===== src/ptrs_pkg.sv =====
// Shared types and constants of the periodic task release scheduler.
// Holds operation, result and status codes, the slot entry layout and the
// controller-to-datapath command and status structs. Depends on nothing.
`timescale 1ns / 1ps
`default_nettype none

package ptrs_pkg;

  // Default number of priority slots.
  localparam int NUM_SLOTS_DEF = 16;

  typedef enum logic [2:0] {
    OP_TICK    = 3'd0,
    OP_CREATE  = 3'd1,
    OP_DELETE  = 3'd2,
    OP_SUSPEND = 3'd3,
    OP_RESUME  = 3'd4
  } op_t;

  typedef enum logic [1:0] {
    KIND_STATUS = 2'd0,
    KIND_FIRE   = 2'd1,
    KIND_DONE   = 2'd2
  } kind_t;

  typedef enum logic [1:0] {
    ST_OK        = 2'd0,
    ST_COLLISION = 2'd1,
    ST_RANGE     = 2'd2,
    ST_NO_TASK   = 2'd3
  } status_t;

  // One slot of the task table.
  typedef struct packed {
    logic [15:0] handle;
    logic [15:0] period;
    logic        running;
    logic [15:0] countdown;
  } slot_ent_t;

  // Commands from the controller to the datapath.
  typedef struct packed {
    logic latch;      // capture the input beat, clear the slot counter
    logic cmd_rd;     // read the slot addressed by a command
    logic cmd_exe;    // evaluate a command and send its status
    logic tick_step;  // read the next slot, update the previous one
    logic tick_done;  // send the tick done result
  } ptrs_cmd_t;

  // Status from the datapath to the controller.
  typedef struct packed {
    logic is_tick;    // the input beat on the port is a tick
    logic sweep_end;  // every slot of the tick has been read
  } ptrs_stat_t;

endpackage

`default_nettype wire


===== src/ptrs_ctrl.sv =====
// Controller of the periodic task release scheduler.
// Sequences one command or one tick sweep at a time. Uses ptrs_pkg.
`timescale 1ns / 1ps
`default_nettype none

module ptrs_ctrl
  import ptrs_pkg::*;
(
  input  wire logic       clk,
  input  wire logic       rst_n,
  input  wire logic       start,
  output logic            busy,
  input  wire ptrs_stat_t stat,
  output ptrs_cmd_t       cmd
);

  typedef enum logic [4:0] {
    S_IDLE    = 5'b00001,
    S_CMD_RD  = 5'b00010,
    S_CMD_EXE = 5'b00100,
    S_TICK    = 5'b01000,
    S_DONE    = 5'b10000
  } state_t;

  state_t state_r, state_nxt;

  always_ff @(posedge clk) begin
    if (!rst_n) begin
      state_r <= S_IDLE;
    end else begin
      state_r <= state_nxt;
    end
  end

  always_comb begin
    state_nxt = state_r;
    cmd       = '0;
    unique case (state_r)
      S_IDLE: begin
        if (start) begin
          cmd.latch = 1'b1;
          state_nxt = stat.is_tick ? S_TICK : S_CMD_RD;
        end
      end
      S_CMD_RD: begin
        cmd.cmd_rd = 1'b1;
        state_nxt  = S_CMD_EXE;
      end
      S_CMD_EXE: begin
        cmd.cmd_exe = 1'b1;
        state_nxt   = S_IDLE;
      end
      S_TICK: begin
        cmd.tick_step = 1'b1;
        if (stat.sweep_end) begin
          state_nxt = S_DONE;
        end
      end
      S_DONE: begin
        cmd.tick_done = 1'b1;
        state_nxt     = S_IDLE;
      end
      default: begin
        state_nxt = S_IDLE;
      end
    endcase
  end

  assign busy = (state_r != S_IDLE);

endmodule

`default_nettype wire


===== src/ptrs_dp.sv =====
// Datapath of the periodic task release scheduler.
// Holds the slot table memory, the slot counter and the result register.
// Uses ptrs_pkg and is driven by ptrs_ctrl.
`timescale 1ns / 1ps
`default_nettype none

module ptrs_dp
  import ptrs_pkg::*;
#(
  parameter int NUM_SLOTS = NUM_SLOTS_DEF
) (
  input  wire logic        clk,
  input  wire logic        rst_n,
  input  wire ptrs_cmd_t   cmd,
  output ptrs_stat_t       stat,
  input  wire logic [2:0]  in_operation,
  input  wire logic [7:0]  in_slot_index,
  input  wire logic [15:0] in_task_handle,
  input  wire logic [15:0] in_period_ticks,
  input  wire logic [7:0]  in_first_delay,
  output logic             out_strobe,
  output logic [1:0]       out_kind,
  output logic [7:0]       out_fired_slot,
  output logic [15:0]      out_fired_handle,
  output logic [1:0]       out_status,
  output logic             out_last
);

  localparam int ADDR_W = (NUM_SLOTS > 1) ? $clog2(NUM_SLOTS) : 1;
  localparam int CNT_W  = $clog2(NUM_SLOTS + 1);

  // Latched input beat.
  logic [2:0]  op_r;
  logic [7:0]  idx_r;
  logic [15:0] handle_r;
  logic [15:0] period_r;
  logic [7:0]  delay_r;

  logic [CNT_W-1:0] cnt_r;

  // Slot table and its per-entry valid bits; an invalid entry reads as zero.
  slot_ent_t            mem [NUM_SLOTS];
  logic [NUM_SLOTS-1:0] vld_r;

  logic              rd_en;
  logic [ADDR_W-1:0] rd_addr;
  slot_ent_t         rd_ent_r;
  logic              rd_vld_r;
  slot_ent_t         ent;

  logic              exe_vld_r;
  logic [ADDR_W-1:0] exe_addr_r;

  logic              wr_en;
  logic [ADDR_W-1:0] wr_addr;
  slot_ent_t         wr_ent;

  logic idx_ok;
  logic fire;

  logic        out_strobe_r, out_strobe_nxt;
  logic [1:0]  out_kind_r, out_kind_nxt;
  logic [7:0]  out_slot_r, out_slot_nxt;
  logic [15:0] out_handle_r, out_handle_nxt;
  logic [1:0]  out_status_r, out_status_nxt;
  logic        out_last_r, out_last_nxt;

  assign stat.is_tick   = (in_operation == OP_TICK);
  assign stat.sweep_end = (cnt_r == CNT_W'(NUM_SLOTS));

  assign idx_ok = (idx_r < 8'(NUM_SLOTS));

  always_ff @(posedge clk) begin
    if (cmd.latch) begin
      op_r     <= in_operation;
      idx_r    <= in_slot_index;
      handle_r <= in_task_handle;
      period_r <= in_period_ticks;
      delay_r  <= in_first_delay;
    end
  end

  always_ff @(posedge clk) begin
    if (!rst_n) begin
      cnt_r <= '0;
    end else if (cmd.latch) begin
      cnt_r <= '0;
    end else if (cmd.tick_step && !stat.sweep_end) begin
      cnt_r <= cnt_r + CNT_W'(1);
    end
  end

  // Read port: the command's slot, or the slot the tick sweep has reached.
  always_comb begin
    rd_en   = 1'b0;
    rd_addr = cnt_r[ADDR_W-1:0];
    if (cmd.cmd_rd) begin
      rd_en   = idx_ok;
      rd_addr = idx_r[ADDR_W-1:0];
    end else if (cmd.tick_step) begin
      rd_en = !stat.sweep_end;
    end
  end

  always_ff @(posedge clk) begin
    if (rd_en) begin
      rd_ent_r <= mem[rd_addr];
      rd_vld_r <= vld_r[rd_addr];
    end
  end

  assign ent = rd_vld_r ? rd_ent_r : '0;

  // The slot read in one sweep cycle is updated in the next.
  always_ff @(posedge clk) begin
    if (!rst_n) begin
      exe_vld_r <= 1'b0;
    end else begin
      exe_vld_r <= cmd.tick_step && !stat.sweep_end;
    end
  end

  always_ff @(posedge clk) begin
    exe_addr_r <= cnt_r[ADDR_W-1:0];
  end

  assign fire = exe_vld_r && (ent.handle != '0) && ent.running &&
                ((ent.countdown == '0) || (ent.countdown > ent.period));

  always_comb begin
    wr_en          = 1'b0;
    wr_addr        = exe_addr_r;
    wr_ent         = ent;
    out_strobe_nxt = 1'b0;
    out_kind_nxt   = KIND_STATUS;
    out_slot_nxt   = idx_r;
    out_handle_nxt = '0;
    out_status_nxt = ST_OK;
    out_last_nxt   = 1'b1;
    if (exe_vld_r) begin
      if ((ent.handle != '0) && ent.running) begin
        wr_en = 1'b1;
        if (fire) begin
          wr_ent.countdown = ent.period;
          out_strobe_nxt   = 1'b1;
          out_kind_nxt     = KIND_FIRE;
          out_slot_nxt     = 8'(exe_addr_r);
          out_handle_nxt   = ent.handle;
          out_last_nxt     = 1'b0;
        end else begin
          wr_ent.countdown = ent.countdown - 16'd1;
        end
      end
    end else if (cmd.tick_done) begin
      out_strobe_nxt = 1'b1;
      out_kind_nxt   = KIND_DONE;
      out_slot_nxt   = '0;
    end else if (cmd.cmd_exe) begin
      out_strobe_nxt = 1'b1;
      wr_addr        = idx_r[ADDR_W-1:0];
      if (!idx_ok) begin
        out_status_nxt = ST_RANGE;
      end else begin
        unique case (op_r)
          OP_CREATE: begin
            if (ent.handle != '0) begin
              out_status_nxt = ST_COLLISION;
            end else begin
              wr_en            = 1'b1;
              wr_ent.handle    = handle_r;
              wr_ent.period    = period_r;
              wr_ent.running   = 1'b1;
              wr_ent.countdown = {8'd0, delay_r};
            end
          end
          OP_DELETE, OP_SUSPEND, OP_RESUME: begin
            if (ent.handle == '0) begin
              out_status_nxt = ST_NO_TASK;
            end else begin
              wr_en = 1'b1;
              if (op_r == OP_DELETE) begin
                wr_ent.handle  = '0;
                wr_ent.period  = '0;
                wr_ent.running = 1'b0;
              end else begin
                wr_ent.running = (op_r == OP_RESUME);
              end
            end
          end
          default: begin
            out_status_nxt = ST_RANGE;
          end
        endcase
      end
    end
  end

  always_ff @(posedge clk) begin
    if (wr_en) begin
      mem[wr_addr] <= wr_ent;
    end
  end

  always_ff @(posedge clk) begin
    if (!rst_n) begin
      vld_r <= '0;
    end else if (wr_en) begin
      vld_r[wr_addr] <= 1'b1;
    end
  end

  always_ff @(posedge clk) begin
    if (!rst_n) begin
      out_strobe_r <= 1'b0;
    end else begin
      out_strobe_r <= out_strobe_nxt;
    end
  end

  always_ff @(posedge clk) begin
    out_kind_r   <= out_kind_nxt;
    out_slot_r   <= out_slot_nxt;
    out_handle_r <= out_handle_nxt;
    out_status_r <= out_status_nxt;
    out_last_r   <= out_last_nxt;
  end

  assign out_strobe       = out_strobe_r;
  assign out_kind         = out_kind_r;
  assign out_fired_slot   = out_slot_r;
  assign out_fired_handle = out_handle_r;
  assign out_status       = out_status_r;
  assign out_last         = out_last_r;

endmodule

`default_nettype wire


===== src/periodic_task_release_scheduler_unit.sv =====
// Top level of the periodic task release scheduler.
// Joins the controller ptrs_ctrl and the datapath ptrs_dp; uses ptrs_pkg.
`timescale 1ns / 1ps
`default_nettype none

// A beat is taken at a rising edge where start is high and busy is low.
// Create, delete, suspend and resume, and any unknown operation, answer
// with one status beat after the read and evaluate states; the block is
// busy in those states and takes the next beat in the cycle the status
// shows. A tick walks the slot table through the single read port of the
// slot memory, one slot per cycle, with the update of each slot overlapped
// with the read of the next; busy stays high through the sweep and the
// done state. Fire beats come out in ascending slot order, one per cycle
// at most, and the done beat (out_last high) closes the tick; the next
// beat can be taken in the cycle it shows. Every result is on the out_ ports
// for exactly one cycle, marked by out_strobe; the receiver cannot stall
// them, so it must take each beat as it comes. No clearing pass is needed
// after reset: per-slot valid bits make every slot read as free and zero.
module periodic_task_release_scheduler_unit
  import ptrs_pkg::*;
#(
  parameter int NUM_SLOTS = NUM_SLOTS_DEF
) (
  input  wire logic        clk,
  input  wire logic        rst_n,
  input  wire logic        start,
  output logic             busy,
  input  wire logic [2:0]  in_operation,
  input  wire logic [7:0]  in_slot_index,
  input  wire logic [15:0] in_task_handle,
  input  wire logic [15:0] in_period_ticks,
  input  wire logic [7:0]  in_first_delay,
  output logic             out_strobe,
  output logic [1:0]       out_kind,
  output logic [7:0]       out_fired_slot,
  output logic [15:0]      out_fired_handle,
  output logic [1:0]       out_status,
  output logic             out_last
);

  ptrs_cmd_t  cmd;
  ptrs_stat_t stat;

  // The controller decides what happens in each cycle.
  ptrs_ctrl u_ctrl (
    .clk   (clk),
    .rst_n (rst_n),
    .start (start),
    .busy  (busy),
    .stat  (stat),
    .cmd   (cmd)
  );

  // The datapath owns the slot table and the registered result.
  ptrs_dp #(
    .NUM_SLOTS (NUM_SLOTS)
  ) u_dp (
    .clk              (clk),
    .rst_n            (rst_n),
    .cmd              (cmd),
    .stat             (stat),
    .in_operation     (in_operation),
    .in_slot_index    (in_slot_index),
    .in_task_handle   (in_task_handle),
    .in_period_ticks  (in_period_ticks),
    .in_first_delay   (in_first_delay),
    .out_strobe       (out_strobe),
    .out_kind         (out_kind),
    .out_fired_slot   (out_fired_slot),
    .out_fired_handle (out_fired_handle),
    .out_status       (out_status),
    .out_last         (out_last)
  );

endmodule

`default_nettype wire


===== config.mk =====
export PLATFORM = sky130hd
export DESIGN_NAME = periodic_task_release_scheduler_unit
export DESIGN_NICKNAME = d
export VERILOG_FILES = /design/src/ptrs_pkg.sv /design/src/ptrs_ctrl.sv /design/src/ptrs_dp.sv /design/src/periodic_task_release_scheduler_unit.sv
export SDC_FILE = /design/constraint.sdc
export NUM_CORES = 1
export LEC_CHECK = 0
export BUFFER_PORTS_ARGS = -buffer_cell sky130_fd_sc_hd__buf_2
export CAP_MARGIN = 25
export CORE_UTILIZATION = 45
export DETAILED_ROUTE_END_ITERATION = 10
export PLACE_DENSITY = 0.67
export SYNTH_ARGS = -nofsm -noshare
export SYNTH_HDL_FRONTEND = slang
export SYNTH_SLANG_ARGS = --single-unit

===== constraint.sdc =====
create_clock -name clk -period 7.5 [get_ports clk]
set_input_delay 0.75 -clock clk [delete_from_list [all_inputs] [get_ports clk]]
set_output_delay 0.75 -clock clk [all_outputs]
set_load 0.05 [all_outputs]

## After elaboration in Yosys (flattened, before gate mapping)

Memories as Yosys holds them, arrays and structs flattened. A register that Yosys moved wholly into a read port is not among the register bits.
Cells that the tools add are included.

| word-level totals | value |
|---|---|
| bits in registers | 113 |
| memory bits (writable) | 784 |
| input port bits | 54 |
| output and inout port bits | 31 |
| word-level logic and storage cells | 124 |
| memories kept | 1 |

| operators by class | value |
|---|---|
| add/sub/neg operators | 2 |
| magnitude comparators | 5 |
| eq/ne operators | 13 |
| multiplexer cells | 62 |
| bitwise logic cells | 4 |
| reductions and logical operators | 19 |

Memory list:

| memory | words | width | rd ports | clocked after Yosys merged registers in | wr ports | line | source |
|---|---|---|---|---|---|---|---|
| u_dp.mem | 16 | 49 | 1 | 1 | 1 | ptrs_dp.sv:42 | `slot_ent_t mem [NUM_SLOTS];` |

Operator list:

| kind | number |
|---|---|
| $mux 49 | 5 |
| $mux 33 | 2 |
| $pmux 33 s2 | 1 |
| $mux 16 | 4 |
| $logic_not 16->1 | 2 |
| $mux 32 | 1 |
| $mux 8 | 4 |
| $mux 1 | 28 |
| $mux 4 | 5 |
| $gt 16x16->1 | 1 |
| $or 16x16->16 | 1 |
| $reduce_bool 16->1 | 1 |
| $sub 16x1->16 const B | 1 |
| $pmux 5 s3 | 1 |
| $eq 5x5->1 const B | 2 |
| $lt 4x5->1 const B | 2 |
| $mux 2 | 5 |
| $mux 5 | 2 |
| $lt 8x5->1 const B | 1 |
| $eq 3x2->1 const B | 2 |
| $logic_and 1x1->1 | 6 |
| $reduce_or 3->1 | 2 |
| $add 5x1->5 const B | 1 |
| $eq 5x1->1 const B | 1 |
| 21 further kinds | 24 |

## Logic depth before layout (Yosys ltp)

Gate-level depths: netlist of run 1.

| depth | value |
|---|---|
| word-level depth | 10 |
| mapped depth | 15 |
| gate-level depth less buffers | 11 |

## Modules after synthesis

From an unflattened synthesis of run 1, not the netlist that was laid out.

| second synthesis, totals | value |
|---|---|
| cell total of the unflattened synthesis | 1951 |
| area, all modules | 37095.6 µm² |

By module, submodules not included:

| module | times used | cells an instance | area an instance (µm²) | sequential area each (µm²) |
|---|---|---|---|---|
| ptrs_dp | 1 | 1925 | 36824.1 | 27696.6 |
| ptrs_ctrl | 1 | 26 | 271.5 | 100.1 |

## Worst setup path before layout of run 1

OpenSTA, ideal clock, no wires.

| timing path | value |
|---|---|
| path kind | register to register |
| start point | register u_dp.rd_vld_r |
| end point | memory u_dp.mem[5][0] (netlist name), enable pin |
| library setup time | 0.518 ns |
| arrival | 5.134 ns |
| data required time | 6.982 ns |
| slack | 1.847 ns |
| cell stages (with the launch flop) | 9 |
| path buffers | 2 |
| period minus slack after synthesis | 5.653 ns |
| cell sequence | edfxtp_1 > buf_2 > inv_1 > a41oi_1 > nand3_1 > o21ai_1 > a21oi_2 > buf_2 > nor3_1 |

| on the way | value |
|---|---|
| longest elaborated chain between the ends | 10 |
| elaborated cells between the ends (all ways) | 14 |
| classes of those cells | 11 x mux; 3 x reduce/logical |

Ends and longest elaborated chain:

| element | line | source |
|---|---|---|
| start: declaration | ptrs_dp.sv:48 | `logic rd_vld_r;` |
| start signal: assignment | ptrs_dp.sv:108 | `rd_vld_r <= vld_r[rd_addr];` |
| $mux 49 (*) | ptrs_dp.sv:112 | `assign ent = rd_vld_r ? rd_ent_r : '0;` |
| $logic_not 16->1 or $reduce_bool 16->1 (tied branches) | ptrs_dp.sv:177, ptrs_dp.sv:141, ptrs_dp.sv:166 |  |
| $mux 1, on equally long branches | ptrs_dp.sv:177, ptrs_dp.sv:166 |  |
| $pmux 1 s2 | ptrs_dp.sv:164 | `unique case (op_r)` |
| $mux 1 | ptrs_dp.sv:161 | `if (!idx_ok) begin` |
| $mux 1 | ptrs_dp.sv:158 | `end else if (cmd.cmd_exe) begin` |
| $mux 1 | ptrs_dp.sv:154 | `end else if (cmd.tick_done) begin` |
| $mux 1 (*) | ptrs_dp.sv:140 | `if (exe_vld_r) begin` |
| $mux 1 (*) | ptrs_dp.sv:199 | `if (wr_en) begin` |
| $mux 1 (not written as such) (*) | ptrs_dp.sv:200 | `mem[wr_addr] <= wr_ent;` |
| end: declaration | ptrs_dp.sv:42 |  |

Mark *: on every way between the ends. The rest lies on a longest branch, timed or not.

==> metrics.csv, run 1 <==
metric,value,unit
CTS buffer count,94,
crit path launch type,flop,
Chip Width,294,um
Total Wirelength,102,mm
Slew @ Worst Pin,1.09,ns
syn avg cell area,13.7,um2
Worst EP arrival,6.13,ns
routed wl met3,9.90,mm
DP HPWL,52.9,mm
I/O pin count,85,
post-synthesis cell count,2794,
row count,106,
Min Hold Slack,0.265,ns
pre-CTS setup slack,2.08,ns
1st-pass router iterations,6,
Max Cap Viol,0,
postcts setup bufs,0,
Core Footprint,0.0840,mm2
Synth Net Count,2865,
worst IR drop on VDD,202,uV
Sequential Area,0.0278,mm2
NetSw,2.18,mW
mapped cell area,0.0383,mm2
HP Start,in_task_handle[12],
"Max FO, Critical Path",66,
RR Startpoint,u_dp.rd_vld_r,
DRC viols,0,
"antenna viol nets, final",0,
Antenna Cells,0,
Tcrit/Tclk final,0.752,
Setup WS post-layout,1.86,ns
gr usage total,0.233,
Filler cells,6841,
worst clock skew,0.0407,ns
Die Area,0.0862,mm2
Initial Util,0.456,
layout cell share with drive strength beyond 1,0.117,
post_cts resized,0,
CTS sink count,946,
first-pass GRT wire length,150,mm
asr flop ratio synth,0,
CTS Buffer Depth,3,
Sw Ratio,0.207,
worst skew pair latency,0.67,ns
vias,24900,
H-tree depth,3,
Setup CP Type,flop to flop,
highest routed layer,met4,
Pins Over Slew Limit,0,
Max transition margin,0.270,
pin count of the biggest net entering global routing,173,
vias per cell,6.16,
DRT iter0 DRCs,3429,
count of state elements after synthesis,946,
Hold Fails Final Rpt,0,
final net count,2903,
Finished Layout Cells,4042,
"Hold-fix buffers, CTS",0,
Pwr Density,245,mW/mm2
clock root cell,clkbuf_16,
vias in the first global route,23900,
CTS tree,built,
placer's final routability congestion estimate,0.875,
Clock power frac,0.428,
RSZ-0062 raised after global routing,false,
Multi-input gate area,0.00962,mm2
drt wl/cell,25.2,um
combinational fraction of design power,0.023,
I/O Buffers,84,
CP startpoint,u_dp.rd_vld_r,
final setup violation count,0,
Critical Path RT,7.99,ns
overflow left after global routing,0,
outcome,"complete, no violations",
Pleak,14.3,nW
fin crit period,5.64,ns
Tightest Hold Check Type,input port to flop,
met2 wire length,47.0,mm
Worst-path clk slew,0.06,ns
sequential share of power,0.549,
setup_tns,0,ns
initial antenna violation count,2,
"Top FF cell, synth",edfxtp_1,
maximum clock rate,0.177,GHz
met1 wire length,42.6,mm
post-placement cell count,3851,
post-synthesis sequential area ratio,0.727,
yosys warns,0,
Int Pwr,8.35,mW
Crit. End Element,flop,
"Distinct cells, synth",74,
"EDFF count, synth",885,
Area Overhead vs Synth,12.5,%
DIE HEIGHT,294,um
-- final timing paths --
kind,to,slack [ns],cells past startpoint
min reg2reg,u_dp.exe_addr_r[1],0.41,0
max reg2reg,u_dp.mem[11][1],1.86,12
min,u_dp.handle_r[12],0.26,1
max,u_dp.mem[11][1],1.86,12
-- metrics by stage --
step / utilization / total power [mW] / instance area (um2)
global placement: 0.475 / 6.12 / 39900
global route: 0.513 / 10.8 / 43000
detailed placement: 0.475 / 6.13 / 39900
floorplan: - / 6.02 / 38300
finish: 0.513 / 10.5 / 43000
CTS: 0.510 / 10.6 / 42900
-- state kept, by name, summed over array words and instances, names as in the netlist, 2 cells and up --
| signal | cells |
|---|---|
| u_dp.exe_addr_r | 4 |
| u_dp.out_fired_slot | 8 |
| u_dp.out_status | 2 |
| u_dp.mem | 784 |
| u_dp.handle_r | 16 |
| u_dp.rd_ent_r | 49 |
| u_dp.op_r | 3 |
| u_dp.cnt_r | 5 |
| u_ctrl.state_r | 5 |
| u_dp.vld_r | 16 |
| u_dp.idx_r | 8 |
| u_dp.delay_r | 8 |
| u_dp.out_fired_handle | 16 |
| u_dp.period_r | 16 |
| u_dp.out_kind | 2 |
-- per-layer routing --
| layer | up-vias | track usage |
|---|---|---|
| met5 | - | 0 |
| met2 | 1345 | 0.365 |
| li1 | 11000 | - |
| met3 | 169 | 0.0417 |
| met1 | 12400 | 0.335 |
| met4 | 0 | 0.0668 |
-- synth_stat cells (3+ instances only) --
| cell | n | area, um2 |
|---|---|---|
| nor4_1 | 6 | 37.5 |
| dfxtp_1 | 61 | 1220 |
| a41oi_1 | 3 | 26.3 |
| nor3_1 | 26 | 130 |
| a22oi_1 | 4 | 30.0 |
| or3_1 | 3 | 18.8 |
| mux2i_1 | 11 | 110 |
| buf_2 | 76 | 380 |
| a22o_1 | 3 | 26.3 |
| ha_1 | 17 | 213 |
| nor3b_1 | 3 | 22.5 |
| edfxtp_1 | 885 | 26600 |
| nand2b_1 | 7 | 43.8 |
| xnor2_1 | 4 | 35.0 |
| nand2_1 | 505 | 1900 |
| nand4_1 | 5 | 31.3 |
| inv_1 | 20 | 75.1 |
| or4_1 | 5 | 37.5 |
| o22ai_1 | 5 | 31.3 |
| nand3_1 | 16 | 80.1 |
| and3_1 | 224 | 1400 |
| a21o_1 | 5 | 37.5 |
| clkbuf_1 | 135 | 507 |
| o211ai_1 | 5 | 37.5 |
| xor2_1 | 4 | 35.0 |
| a21oi_1 | 128 | 641 |
| o21a_1 | 13 | 97.6 |
| a31oi_1 | 106 | 663 |
| a32o_1 | 16 | 160 |
| a311oi_1 | 100 | 876 |
| a211oi_1 | 250 | 1880 |
| and2_1 | 12 | 75.1 |
| o21ai_0 | 35 | 175 |
| buf_1 | 6 | 22.5 |
| o31ai_1 | 5 | 37.5 |
| nor2_1 | 37 | 139 |
-- cells in the final DEF, fill, tap and decap left out, types with 61 or more instances in the layout --
cell type  synthesis  routed
dfxtp_1           61      61
and3_1           224     224
a311oi_1         100     100
edfxtp_1         885     885
buf_4              1      63
a21oi_1          128     127
a31oi_1          106     106
nand2_1          505     504
buf_2             76      85
a211oi_1         250     250
clkbuf_16          0      98
-- power by group through the flow --
stage | Sequential, mW | Combinational (mW) | Clock, mW
4_1_cts | 5.78 | 0.241 | 4.54
3_5_place_dp | 5.89 | 0.239 | 0
2_1_floorplan | 5.87 | 0.144 | 0
5_1_grt | 5.78 | 0.263 | 4.75
6_report | 5.78 | 0.245 | 4.51
3_3_place_gp | 5.89 | 0.235 | 0
-- area by class of cell --
class | instances | share of cell area
clock inverter | 48 | 0.00898
inverter | 21 | 0.00183
sequential | 946 | 0.646
multi-input combinational | 1608 | 0.223
timing repair buffer | 161 | 0.0268
clock buffer | 124 | 0.0600
tap | 1134 | 0.0330
-- worst max-delay path: stages (launching register included) --
cell and delay [ns]:
edfxtp_1 0.32, buf_4 0.59, nand2_1 0.22, ha_1 0.39, nand4_1 0.12, nor3_1 0.45, o2111ai_1 0.27, o2111ai_2 0.67
nand2_2 0.56, inv_2 0.51, mux2_2 0.39, o21ai_0 0.63, buf_2 0.32
-- cells by family after synthesis --
kind of cell,Yosys count,share of synthesized area
and+or+nand+nor,864,0.106
DFF,946,0.727
adders and majority gates,17,0.00556
AOI/OAI and AO/OA,706,0.130
xor gates and xnor gates,8,0.00183
buffers and inverters,240,0.0263
muxes,13,0.00347
Power figures use the tool's default switching activity.
==> inputs of run 2 (changes only) <==
--- a/config.mk
+++ b/config.mk
@@ -9,7 +9,7 @@
 export CAP_MARGIN = 25
 export CORE_UTILIZATION = 45
 export DETAILED_ROUTE_END_ITERATION = 10
-export PLACE_DENSITY = 0.67
+export PLACE_DENSITY = 0.69
 export SYNTH_ARGS = -nofsm -noshare
 export SYNTH_HDL_FRONTEND = slang
 export SYNTH_SLANG_ARGS = --single-unit
==> constraint.sdc (replaced) <==
create_clock -name clk -period 4.55 [get_ports clk]
set_input_delay 0.455 -clock clk [delete_from_list [all_inputs] [get_ports clk]]
set_output_delay 0.455 -clock clk [all_outputs]
set_load 0.05 [all_outputs]
==> metrics.csv, run 2 (synthesized netlist as in run 1, its figures left out) <==
metric,value,unit,change
clock root cell,clkbuf_16,,unchanged
overflow left after global routing,0,,unchanged
Worst-path clk slew,0.06,ns,about the same
Area Overhead vs Synth,15.2,%,was 12.5%
first-pass GRT wire length,152,mm,was 150 mm
final setup violation count,0,,unchanged
Tcrit/Tclk final,0.933,,was 0.752
CTS sink count,946,,unchanged
Worst EP arrival,4.73,ns,was 6.13 ns
I/O Buffers,84,,unchanged
Critical Path RT,5.04,ns,was 7.99 ns
row count,106,,unchanged
post_cts resized,0,,unchanged
"antenna viol nets, final",0,,unchanged
Tightest Hold Check Type,input port to flop,,unchanged
pin count of the biggest net entering global routing,137,,was 173
Setup CP Type,flop to flop,,unchanged
maximum clock rate,0.236,GHz,was 0.177 GHz
worst clock skew,0.0307,ns,was 0.0407 ns
worst skew pair latency,0.67,ns,about the same
Core Footprint,0.0840,mm2,unchanged
Max transition margin,0.246,,was 0.270
outcome,"complete, no violations",,unchanged
vias,25400,,was 24.9k
"Max FO, Critical Path",19,,was 66
max reg flops,784,,unchanged
fin crit period,4.24,ns,was 5.64 ns
CTS tree,built,,unchanged
Pwr Density,401,mW/mm2,was 245 mW/mm2
DIE HEIGHT,294,um,unchanged
initial antenna violation count,4,,was 2
DRT iter0 DRCs,3084,,"was 3,429"
Min Hold Slack,0.0591,ns,was 0.265 ns
I/O pin count,85,,unchanged
Die Area,0.0862,mm2,unchanged
placer's final routability congestion estimate,0.917,,was 0.875
H-tree depth,3,,unchanged
Hold Fails Final Rpt,0,,unchanged
drt wl/cell,24.9,um,was 25.2 um
global-route track usage on met2,0.376,,was 0.365
Total Wirelength,103,mm,was 102 mm
setup_tns,0,ns,unchanged
most frequent cells in the layout,"edfxtp_1, nand2_1, a211oi_1",,unchanged
Crit. End Element,flop,,unchanged
vias per cell,6.14,,was 6.16
Largest regs,"u_dp.mem x784, u_dp.rd_ent_r x49",,unchanged
worst IR drop on VDD,357,uV,was 202 uV
Max Cap Viol,0,,unchanged
CTS Buffer Depth,3,,unchanged
gr usage total,0.236,,was 0.233
layout cell share with drive strength beyond 1,0.126,,was 0.117
CTS buffer count,96,,was 94
1st-pass router iterations,7,,was 6
vias in the first global route,24600,,was 23.9k
Initial Util,0.456,,unchanged
DRC viols,0,,unchanged
Slew @ Worst Pin,1.13,ns,was 1.09 ns
DP HPWL,54.1,mm,was 52.9 mm
Pins Over Slew Limit,0,,unchanged
crit path launch type,flop,,unchanged
Chip Width,294,um,unchanged
GRT busiest layer,met2,,unchanged
Pleak,14.7,nW,was 14.3 nW
most frequent standard cell in the layout excluding fill and tap cells,edfxtp_1,,unchanged
RSZ-0062 raised after global routing,false,,unchanged
final net count,2983,,"was 2,903"
GR Util met3,0.0427,,was 0.0417
met1 Track Usage GR,0.328,,was 0.335
Biggest register,u_dp.mem,,unchanged
Filler cells,6716,,"was 6,841"
## run 2: cell types whose count changed in the layout (fill, tap and decap cells not counted), moves of 6 or more
cell / delta
dlygate4sd3_1: +47
buf_12: +19
buf_4: +16
o21ai_0: +12
o21ai_1: -12
clkbuf_1: -7
clkinv_1: +7
clkinv_2: +6
## run 2: cell type report
class / instances / area, um2 / share of cell area
sequential: 946 / 27800 / 0.631
multi-input combinational: 1608 / 9620 / 0.218
clock buffer: 114 / 2490 / 0.0565
timing repair buffer: 239 / 2060 / 0.0469
tap: 1134 / 1420 / 0.0322
clock inverter: 65 / 587 / 0.0133
inverter: 21 / 78.8 / 0.00179
antenna: 2 / 5.00 / 0.000114
## run 2: final timing paths
path	cells past startpoint	slack, ns	from	end
worst max-delay path	12	0.31	u_dp.rd_vld_r	u_dp.mem[13][1]
worst max register to register	12	0.31	u_dp.rd_vld_r	u_dp.mem[13][1]
worst min register to register	0	0.42	u_dp.cnt_r[1]	u_dp.exe_addr_r[1]
worst min-delay path	1	0.06	in_first_delay[4]	u_dp.delay_r[4]
## run 2: per-stage QoR
stage | worst slack (ns) | cells | cell area (um2) | utilization | total power, mW
CTS | 0.0718 | 4122 | 44000 | 0.524 | 17.7
global placement | 0.218 | 3895 | 40400 | 0.482 | 10.1
finish | 0.307 | 4129 | 44100 | 0.525 | 17.7
floorplan | -1.10 | 2794 | 38300 | - | 9.92
detailed placement | 0.0248 | 3895 | 40400 | 0.482 | 10.1
global route | 0.136 | 4127 | 44100 | 0.525 | 18.1
## run 2: what timing repair did
item	4_1_cts	5_1_grt
hold buffers	47	0
pin swaps	1	0
setup buffers	1	1
setup endpoints to repair	16	112
endpoints found under the hold margin	47	0
cloned	0	0
## run 2: report_power, final
part           internal [mW]  switching, mW  total [mW]
registers               9.46         0.0591        9.52
clock network           4.39           3.32        7.71
logic                  0.148          0.291       0.439
## run 2: routing by layer
layer	up-vias	share of wire
li1	11100	-
met1	12600	0.40
met2	1380	0.47
met3	201	0.11
met4	2	0.027
met5	-	0.00013
## run 2: critical path, stage by stage (launching register included)
cell and delay [ns]:
edfxtp_1 0.62, buf_4 0.29, and2_1 0.18, ha_1 0.32
nand4_1 0.13, nor3_1 0.44, o2111ai_1 0.30, o2111ai_2 0.28
nand2_2 0.28, inv_2 0.40, mux2_2 0.38, o21ai_0 0.18
buf_4 0.24
